**src/hdl/sfa_pkg.sv**
```systemverilog
package sfa_pkg;

  // Longest sync word the correlator can hold (8..64).
  localparam int MAX_SYNC_BITS = 64;

  localparam int HIST_W     = MAX_SYNC_BITS;
  localparam int BYTE_W     = 8;
  localparam int LANES      = BYTE_W;           // one lane per bit offset
  localparam int LANE_IDX_W = $clog2(LANES);
  localparam int CNT_W      = $clog2(BYTE_W);
  localparam int LEN_W      = 7;
  localparam int HDR_W      = 8;
  localparam int PAY_W      = 16;
  localparam int LEFT_W     = 17;
  localparam int CFG_IDX_W  = 3;
  localparam int CFG_DATA_W = 64;

  typedef logic [HIST_W-1:0] hist_t;
  typedef logic [BYTE_W-1:0] byte_t;
  typedef logic [LANE_IDX_W-1:0] lane_idx_t;

  typedef enum logic [CFG_IDX_W-1:0] {
    REG_SYNC_WORD   = 3'd0,
    REG_SYNC_LEN    = 3'd1,
    REG_HEADER_LEN  = 3'd2,
    REG_CHECK_LEN   = 3'd3,
    REG_PAYLOAD_LEN = 3'd4
  } cfg_reg_e;

  // Where the next search history comes from after one byte.
  typedef enum logic [1:0] {
    HK_KEEP,    // no bit searched, history unchanged
    HK_BIG,     // full history window of some lane
    HK_SMALL,   // short segment that started after a clear
    HK_ZERO     // cleared and nothing searched since
  } hkind_e;

  typedef struct packed {
    logic                           big_hit;
    hist_t                          big_val;
    logic [LANES-1:0]               small_hit;
    logic [LANES-1:0][BYTE_W-1:0]   small_val;
  } lane_res_t;

  typedef struct packed {
    logic                   in_frame;
    logic [CNT_W-1:0]       cnt;
    logic                   done;
    logic                   enter;
    hkind_e                 hkind;
    lane_idx_t              hpos;
    lane_idx_t              hstart;
  } scan_t;

  typedef struct packed {
    byte_t  data;
    logic   frame_first;
    logic   payload_first;
    logic   frame_last;
  } res_t;

endpackage

```
**src/hdl/sfa_lane.sv**
```systemverilog
// One bit-offset correlator: history match through this bit, plus short
// matches for segments that start after an in-byte clear.
module sfa_lane (
  input  sfa_pkg::lane_idx_t  lane_idx,
  input  sfa_pkg::hist_t      hist,
  input  sfa_pkg::byte_t      in_byte,
  input  sfa_pkg::hist_t      len_mask,
  input  sfa_pkg::hist_t      sync_m,
  input  logic                sync_hi_zero,
  output sfa_pkg::lane_res_t  res
);
  import sfa_pkg::*;

  logic [HIST_W+BYTE_W-1:0] shifted;
  byte_t                    seg;
  byte_t                    low_mask [LANES];

  always_comb begin
    shifted     = {hist, in_byte} >> (lane_idx_t'(LANES - 1) - lane_idx);
    res.big_val = shifted[HIST_W-1:0] & len_mask;
    res.big_hit = (res.big_val == sync_m);
    seg         = shifted[BYTE_W-1:0];
    for (int j = 0; j < LANES; j++) begin
      if (lane_idx_t'(j) <= lane_idx) begin
        low_mask[j]      = byte_t'(8'hFF) >> (lane_idx_t'(LANES - 1) - lane_idx + lane_idx_t'(j));
        res.small_val[j] = seg & low_mask[j] & len_mask[BYTE_W-1:0];
        res.small_hit[j] = sync_hi_zero && (res.small_val[j] == sync_m[BYTE_W-1:0]);
      end else begin
        low_mask[j]      = '0;
        res.small_val[j] = '0;
        res.small_hit[j] = 1'b0;
      end
    end
  end

endmodule

```
**src/hdl/sfa_merge.sv**
```systemverilog
// Walks the eight bit positions of one byte in time order and decides
// search/frame transitions from the lane hits.
module sfa_merge (
  input  logic                                             in_frame,
  input  logic [sfa_pkg::CNT_W-1:0]                        cnt,
  input  logic                                             total_zero,
  input  logic                                             last_if_done,
  input  logic [sfa_pkg::LANES-1:0]                        big_hit,
  input  logic [sfa_pkg::LANES-1:0][sfa_pkg::LANES-1:0]    small_hit,
  output sfa_pkg::scan_t                                   scan
);
  import sfa_pkg::*;

  logic                 inf;
  logic [CNT_W:0]       cnt_w;
  logic                 clr;
  logic [LANE_IDX_W:0]  cpos;
  logic                 hit;

  always_comb begin
    inf         = in_frame;
    cnt_w       = {1'b0, cnt};
    clr         = 1'b0;
    cpos        = '0;
    hit         = 1'b0;
    scan.done   = 1'b0;
    scan.enter  = 1'b0;
    scan.hkind  = HK_KEEP;
    scan.hpos   = '0;
    scan.hstart = '0;
    for (int t = 0; t < LANES; t++) begin
      if (!inf) begin
        hit         = clr ? small_hit[t][cpos[LANE_IDX_W-1:0]] : big_hit[t];
        scan.hkind  = clr ? HK_SMALL : HK_BIG;
        scan.hpos   = lane_idx_t'(t);
        scan.hstart = cpos[LANE_IDX_W-1:0];
        if (hit) begin
          cnt_w = '0;
          if (total_zero) begin
            // empty frame: drop history, keep searching
            clr        = 1'b1;
            cpos       = (LANE_IDX_W+1)'(t + 1);
            scan.hkind = HK_ZERO;
          end else begin
            inf        = 1'b1;
            scan.enter = 1'b1;
          end
        end
      end else begin
        cnt_w = cnt_w + 1'b1;
        if (cnt_w == (CNT_W+1)'(BYTE_W)) begin
          scan.done = 1'b1;
          cnt_w     = '0;
          if (last_if_done) begin
            inf        = 1'b0;
            clr        = 1'b1;
            cpos       = (LANE_IDX_W+1)'(t + 1);
            scan.hkind = HK_ZERO;
          end
        end
      end
    end
    scan.in_frame = inf;
    scan.cnt      = cnt_w[CNT_W-1:0];
  end

endmodule

```
**src/hdl/syncword_frame_aligner_unit.sv**
```systemverilog
// Sync word frame aligner. Takes one packed byte per request (bit 7 first in
// time) and searches the bit stream for the configured sync word at every bit
// offset. After a match, the following bits are regrouped into bytes aligned
// to the sync boundary: header + checksum + payload length bytes, each with
// frame_first / payload_first / frame_last flags; then the search restarts at
// the next bit with an empty history. Throughput is one input byte per clock
// while in_stall is low: eight lane comparators (one per bit offset) and the
// merge scan settle the whole byte combinationally. in_stall rises only when
// a result waits in the output register under out_stall and a second one has
// landed in the skid register. Configuration writes are taken at any cycle
// but must only be issued while the block is idle; changing them mid-frame
// misplaces flags.
module syncword_frame_aligner_unit (
  input  logic                                clk,
  input  logic                                rst_n,
  // configuration
  input  logic                                cfg_wr_en,
  input  logic [sfa_pkg::CFG_IDX_W-1:0]       cfg_index,
  input  logic [sfa_pkg::CFG_DATA_W-1:0]      cfg_data,
  // input bytes
  input  logic                                in_valid,
  output logic                                in_stall,
  input  sfa_pkg::byte_t                      in_byte,
  // aligned bytes
  output logic                                out_valid,
  input  logic                                out_stall,
  output sfa_pkg::byte_t                      out_byte,
  output logic                                out_frame_first,
  output logic                                out_payload_first,
  output logic                                out_frame_last
);
  import sfa_pkg::*;

  // configuration registers
  logic [CFG_DATA_W-1:0] sync_word_r;
  logic [LEN_W-1:0]      sync_len_r;
  logic [HDR_W-1:0]      hdr_len_r;
  logic [HDR_W-1:0]      check_len_r;
  logic [PAY_W-1:0]      payload_len_r;

  // search / framing state
  hist_t                 history_r, history_nxt;
  logic                  in_frame_r, in_frame_nxt;
  logic [LEFT_W-1:0]     bytes_left_r, bytes_left_nxt;
  byte_t                 accum_r, accum_nxt;
  logic [CNT_W-1:0]      cnt_r, cnt_nxt;

  // output register + skid
  logic                  out_valid_r, out_valid_nxt;
  logic                  skid_valid_r, skid_valid_nxt;
  res_t                  out_r, out_nxt;
  res_t                  skid_r, skid_nxt;

  logic                  accept;
  logic                  take;
  logic [LEN_W-1:0]      eff_len;
  hist_t                 len_mask;
  hist_t                 sync_m;
  logic                  sync_hi_zero;
  logic [LEFT_W-1:0]     total;
  lane_res_t             lane_res [LANES];
  logic [LANES-1:0]              big_hit;
  logic [LANES-1:0][LANES-1:0]   small_hit;
  scan_t                 scan;
  res_t                  res;
  logic                  res_v;

  //--------------------------------------------------------------------------
  // Config write port
  //--------------------------------------------------------------------------
  always_ff @(posedge clk) begin
    if (!rst_n) begin
      sync_word_r   <= '0;
      sync_len_r    <= LEN_W'(32);
      hdr_len_r     <= '0;
      check_len_r   <= '0;
      payload_len_r <= PAY_W'(64);
    end else if (cfg_wr_en) begin
      unique case (cfg_reg_e'(cfg_index))
        REG_SYNC_WORD:   sync_word_r   <= cfg_data;
        REG_SYNC_LEN:    sync_len_r    <= cfg_data[LEN_W-1:0];
        REG_HEADER_LEN:  hdr_len_r     <= cfg_data[HDR_W-1:0];
        REG_CHECK_LEN:   check_len_r   <= cfg_data[HDR_W-1:0];
        REG_PAYLOAD_LEN: payload_len_r <= cfg_data[PAY_W-1:0];
        default: ;  // unmapped index: ignored
      endcase
    end
  end

  // Effective sync length: zero acts as one, long values saturate.
  always_comb begin
    if (sync_len_r == '0) begin
      eff_len = LEN_W'(1);
    end else if (sync_len_r > LEN_W'(HIST_W)) begin
      eff_len = LEN_W'(HIST_W);
    end else begin
      eff_len = sync_len_r;
    end
    for (int i = 0; i < HIST_W; i++) begin
      len_mask[i] = (LEN_W'(i) < eff_len);
    end
  end

  assign sync_m       = sync_word_r[HIST_W-1:0] & len_mask;
  // short segments (<= 8 bits after a clear) can only match if no high bits
  assign sync_hi_zero = ((sync_m >> BYTE_W) == '0);
  assign total        = LEFT_W'(hdr_len_r) + LEFT_W'(check_len_r)
                      + LEFT_W'(payload_len_r);

  //--------------------------------------------------------------------------
  // Lanes: one correlator per bit offset of the incoming byte
  //--------------------------------------------------------------------------
  for (genvar k = 0; k < LANES; k++) begin : g_lane
    sfa_lane u_lane (
      .lane_idx     (lane_idx_t'(k)),
      .hist         (history_r),
      .in_byte      (in_byte),
      .len_mask     (len_mask),
      .sync_m       (sync_m),
      .sync_hi_zero (sync_hi_zero),
      .res          (lane_res[k])
    );
    assign big_hit[k]   = lane_res[k].big_hit;
    assign small_hit[k] = lane_res[k].small_hit;
  end

  // Merge: sequence the lane hits through the frame state
  sfa_merge u_merge (
    .in_frame     (in_frame_r),
    .cnt          (cnt_r),
    .total_zero   (total == '0),
    .last_if_done (bytes_left_r <= LEFT_W'(1)),
    .big_hit      (big_hit),
    .small_hit    (small_hit),
    .scan         (scan)
  );

  //--------------------------------------------------------------------------
  // Next state
  //--------------------------------------------------------------------------
  assign accept = in_valid && !in_stall;

  always_comb begin
    in_frame_nxt   = in_frame_r;
    cnt_nxt        = cnt_r;
    accum_nxt      = accum_r;
    bytes_left_nxt = bytes_left_r;
    history_nxt    = history_r;
    if (accept) begin
      in_frame_nxt = scan.in_frame;
      cnt_nxt      = scan.cnt;
      // in-frame bits at the end of a byte are always its last cnt bits
      accum_nxt    = scan.in_frame
                   ? (in_byte & (byte_t'(8'hFF) >> ((CNT_W+1)'(BYTE_W) - {1'b0, scan.cnt})))
                   : '0;
      if (scan.enter) begin
        bytes_left_nxt = total;
      end else if (scan.done) begin
        bytes_left_nxt = (bytes_left_r == '0) ? '0 : bytes_left_r - LEFT_W'(1);
      end
      case (scan.hkind)
        HK_BIG:   history_nxt = lane_res[scan.hpos].big_val;
        HK_SMALL: history_nxt = hist_t'(lane_res[scan.hpos].small_val[scan.hstart]);
        HK_ZERO:  history_nxt = '0;
        default:  history_nxt = history_r;
      endcase
    end
  end

  // A byte completes only when the frame was open at the start of this
  // request, at the bit that brings the accumulator to eight.
  always_comb begin
    res.data          = byte_t'({accum_r, in_byte} >> cnt_r);
    res.frame_first   = (bytes_left_r == total);
    res.payload_first = (bytes_left_r == LEFT_W'(payload_len_r));
    res.frame_last    = (bytes_left_r <= LEFT_W'(1));
    res_v             = accept && scan.done;
  end

  //--------------------------------------------------------------------------
  // Output register with skid
  //--------------------------------------------------------------------------
  assign take     = out_valid_r && !out_stall;
  assign in_stall = skid_valid_r;

  always_comb begin
    out_valid_nxt  = out_valid_r;
    skid_valid_nxt = skid_valid_r;
    out_nxt        = out_r;
    skid_nxt       = skid_r;
    if (!out_valid_r || take) begin
      if (skid_valid_r) begin
        out_valid_nxt  = 1'b1;
        out_nxt        = skid_r;
        skid_valid_nxt = 1'b0;
      end else begin
        out_valid_nxt  = res_v;
        out_nxt        = res;
      end
    end else if (res_v) begin
      skid_valid_nxt = 1'b1;
      skid_nxt       = res;
    end
  end

  always_ff @(posedge clk) begin
    if (!rst_n) begin
      history_r    <= '0;
      in_frame_r   <= 1'b0;
      bytes_left_r <= '0;
      accum_r      <= '0;
      cnt_r        <= '0;
      out_valid_r  <= 1'b0;
      skid_valid_r <= 1'b0;
    end else begin
      history_r    <= history_nxt;
      in_frame_r   <= in_frame_nxt;
      bytes_left_r <= bytes_left_nxt;
      accum_r      <= accum_nxt;
      cnt_r        <= cnt_nxt;
      out_valid_r  <= out_valid_nxt;
      skid_valid_r <= skid_valid_nxt;
    end
  end

  always_ff @(posedge clk) begin
    out_r  <= out_nxt;
    skid_r <= skid_nxt;
  end

  assign out_valid         = out_valid_r;
  assign out_byte          = out_r.data;
  assign out_frame_first   = out_r.frame_first;
  assign out_payload_first = out_r.payload_first;
  assign out_frame_last    = out_r.frame_last;

endmodule

```
**config.mk**
```make
export PLATFORM = sky130hd
export DESIGN_NAME = syncword_frame_aligner_unit
export DESIGN_NICKNAME = d
export VERILOG_FILES = /design/src/hdl/sfa_pkg.sv /design/src/hdl/sfa_lane.sv /design/src/hdl/sfa_merge.sv /design/src/hdl/syncword_frame_aligner_unit.sv
export SDC_FILE = /design/constraint.sdc
export NUM_CORES = 2
export LEC_CHECK = 0
export BUFFER_PORTS_ARGS = -buffer_cell sky130_fd_sc_hd__buf_2
export CAP_MARGIN = 10
export CORE_MARGIN = 1.5
export CORE_UTILIZATION = 30
export DETAILED_ROUTE_END_ITERATION = 8
export PLACE_DENSITY_LB_ADDON = 0.1
export SYNTH_ARGS = -nofsm -noshare
export SYNTH_HDL_FRONTEND = slang
export SYNTH_SLANG_ARGS = --single-unit
```
**constraint.sdc**
```tcl
create_clock -name clk -period 20.3 [get_ports clk]
set_input_delay 4.06 -clock clk [delete_from_list [all_inputs] [get_ports clk]]
set_output_delay 4.06 -clock clk [all_outputs]
set_load 0.02 [all_outputs]
```
==> flow_summary.json <==
{
  "portBuffers": 92,
  "max_freq_ghz": 0.0636,
  "dp_hpwl_um": 134000,
  "grt_setup_unrepaired": "no",
  "avgSynthCellArea_sq_um": 7.06,
  "antenna_found_initial": 21,
  "grt_pass1_vias": 30000,
  "root_buffer": "clkbuf_16",
  "num_vias": 32500,
  "core_sq_um": 85500,
  "ys_seq_area_share_pct": 17.6,
  "routedWlPerCell_um": 38.7,
  "drc": 0,
  "critical_path.max_stage_delay_ns": 0.67,
  "gp_congestion": 1.14,
  "synth_seq_cells": 218,
  "syn_nets": 3791,
  "crit_path_start": "in_byte[7]",
  "maxSlewHeadroom_pct": 4.88,
  "yosysTopAreaCellShare_pct": 15.1,
  "min_from": "sync_word_r[22]",
  "power_density_nw_per_um2": 176,
  "dpl-instance-area_sq_um": 28000,
  "crit_top_cell": "nand2_1",
  "synth_ff_type": "dfxtp_1",
  "nets": 3735,
  "dieArea_sq_um": 88500,
  "preCtsSetupSlack_ns": 4.27,
  "leakage_uw": 0.0111,
  "drtPass1Iterations": 9,
  "crit_arrival_ns": 16.26,
  "yosysMostFrequentCell": "nand2_1",
  "syn2layout_area_growth_pct": 11.8,
  "track_usage_pct": 40.2,
  "antenna_left": 0,
  "ios": 93,
  "setup.worst_path.end_class": "flip-flop",
  "rows": 107,
  "synthArstFlopShare_pct": 0,
  "critPathMaxFanout": 50,
  "period_share_pct": 77.4,
  "clk_latency_ns": 0.68,
  "setup_viol": 0,
  "yosys_warnings": 0,
  "die_y_um": 298,
  "synth_edf_count": 22,
  "yosys-top-cells-area": "dfxtp_1, xnor2_1, nand2_1, xor2_1, a21oi_1",
  "cts_resized": 0,
  "fin_ws_ns": 4.58,
  "slew_viol_final": 0,
  "r2r-start": "sync_len_r[6]",
  "drt-total-wl_um": 186000,
  "crit_path_start_kind": "input port",
  "overflow": 0,
  "grt_pass1_wl_um": 253000,
  "syn_inst": 3684,
  "numCtsBuffers": 31,
  "clock_path_buffers": 3,
  "holdBufCountCts": 0,
  "critical_path_class": "in -> reg",
  "drive_above_1_share_pct": 13.5,
  "initial_core_util_pct": 30.4,
  "die_w_um": 298,
  "ys_types": 127,
  "postCtsSetupBuffers": 0,
  "rrSetupSlack_ns": 5.95,
  "max-vdd-ir-drop_mv": 0.251,
  "finalHoldViolCount": 0,
  "worst_slew_pin_slew_ns": 1.43,
  "fin_crit_ns": 15.72,
  "cts_max_level": 1,
  "cts_tree": "yes",
  "fin_area_sq_um": 29100,
  "dr.first_iter.drc_count": 4999,
  "setup_tns_ns": 0,
  "vias_per_cell": 6.76,
  "status": "completed",
  "syn-cell-area_sq_um": 26000,
  "yosysTopAreaCell": "dfxtp_1",
  "grt_max_degree": 73,
  "totalPowerFinal_uw": 5110,
  "clock_sinks": 218,
  "worst_clock_skew_ns": 0.0368,
  "maxCapViolCount": 0,
  "clkTransAtPathRegs_ns": 0.06,
  "hold_class": "reg -> reg",
  "crit_slowest_cell": "nor4_4",
  "required_ns": 20.85,
  "synthTopCellsByCount": "nand2_1, a21oi_1, clkbuf_1",
  "whs_ns": 0.457
}
-- registers in the layout, summed over array words and instances, names as in the netlist, 3 cells and up --
register,flops
out_byte,8
history_r,63
cnt_r,3
accum_r,7
payload_len_r,16
skid_r,11
sync_word_r,64
bytes_left_r,17
hdr_len_r,8
check_len_r,8
sync_len_r,7
-- area by class of cell --
type | instances | area [sq um]
fill | 9376 | 56500
multi-input combinational | 3016 | 19800
sequential | 218 | 4590
timing repair buffer | 301 | 2030
tap | 1144 | 1430
clock buffer | 41 | 863
inverter | 60 | 228
clock inverter | 13 | 166
antenna | 7 | 17.5
-- routing by layer --
layer	wire, um	global-route usage [%]
met5	413	2.44
met1	77000	53.8
met2	70000	52.8
met3	26000	17.3
met4	12200	22.4
-- critical path, delay by kind of cell --
family,cells,cell delay [ns]
fa+ha+maj,4,1.07
simple gates,20,4.70
buf+inv,5,1.86
compound gates,14,4.12
xor+xnor,1,0.35
-- cell usage in the layout (no fill, tap or decap), types with 97 or more instances in the layout --
cell type and n:
nand3_1 102, dfxtp_1 191, nand2_1 507, a21oi_1 280, xor2_1 162, o21ai_0 172, nor2_1 259, mux2i_1 97
buf_4 207, xnor2_1 225, o22ai_1 109
-- final timing paths --
path                                        end  cells after the start
worst max-delay path              history_r[56]                     44
worst max register to register    history_r[56]                     46
worst min register to register  sync_word_r[22]                      2
worst min-delay path            sync_word_r[22]                      2
-- where the power goes --
part / internal [uW] / total (uW) / switching [uW]
Sequential: 500 / 558 / 58.7
Clock: 334 / 573 / 239
Combinational: 1220 / 3980 / 2750
-- through the flow --
| step | instances | util, % |
|---|---|---|
| final | 4800 | 34.0 |
| after global routing | 4796 | 34.0 |
| after CTS | 4790 | 33.9 |
| after detailed placement | 4736 | 32.7 |
| after global placement | 4736 | 32.7 |
| after floorplan | 3684 | - |
-- kinds of logic (layout without fill, tap and decap cells) --
| family | count (synthesis) | count (layout) | synth area share [%] |
|---|---|---|---|
| flops | 218 | 218 | 17.6 |
| fa+ha+maj | 29 | 29 | 1.63 |
| simple gates | 1291 | 1291 | 24.0 |
| other cells | 0 | 7 | 0 |
| mux | 125 | 125 | 5.03 |
| compound gates | 1183 | 1183 | 31.7 |
| xor+xnor | 388 | 388 | 13.1 |
| buf+inv | 450 | 415 | 6.94 |
(Power assumes the default switching activity.)
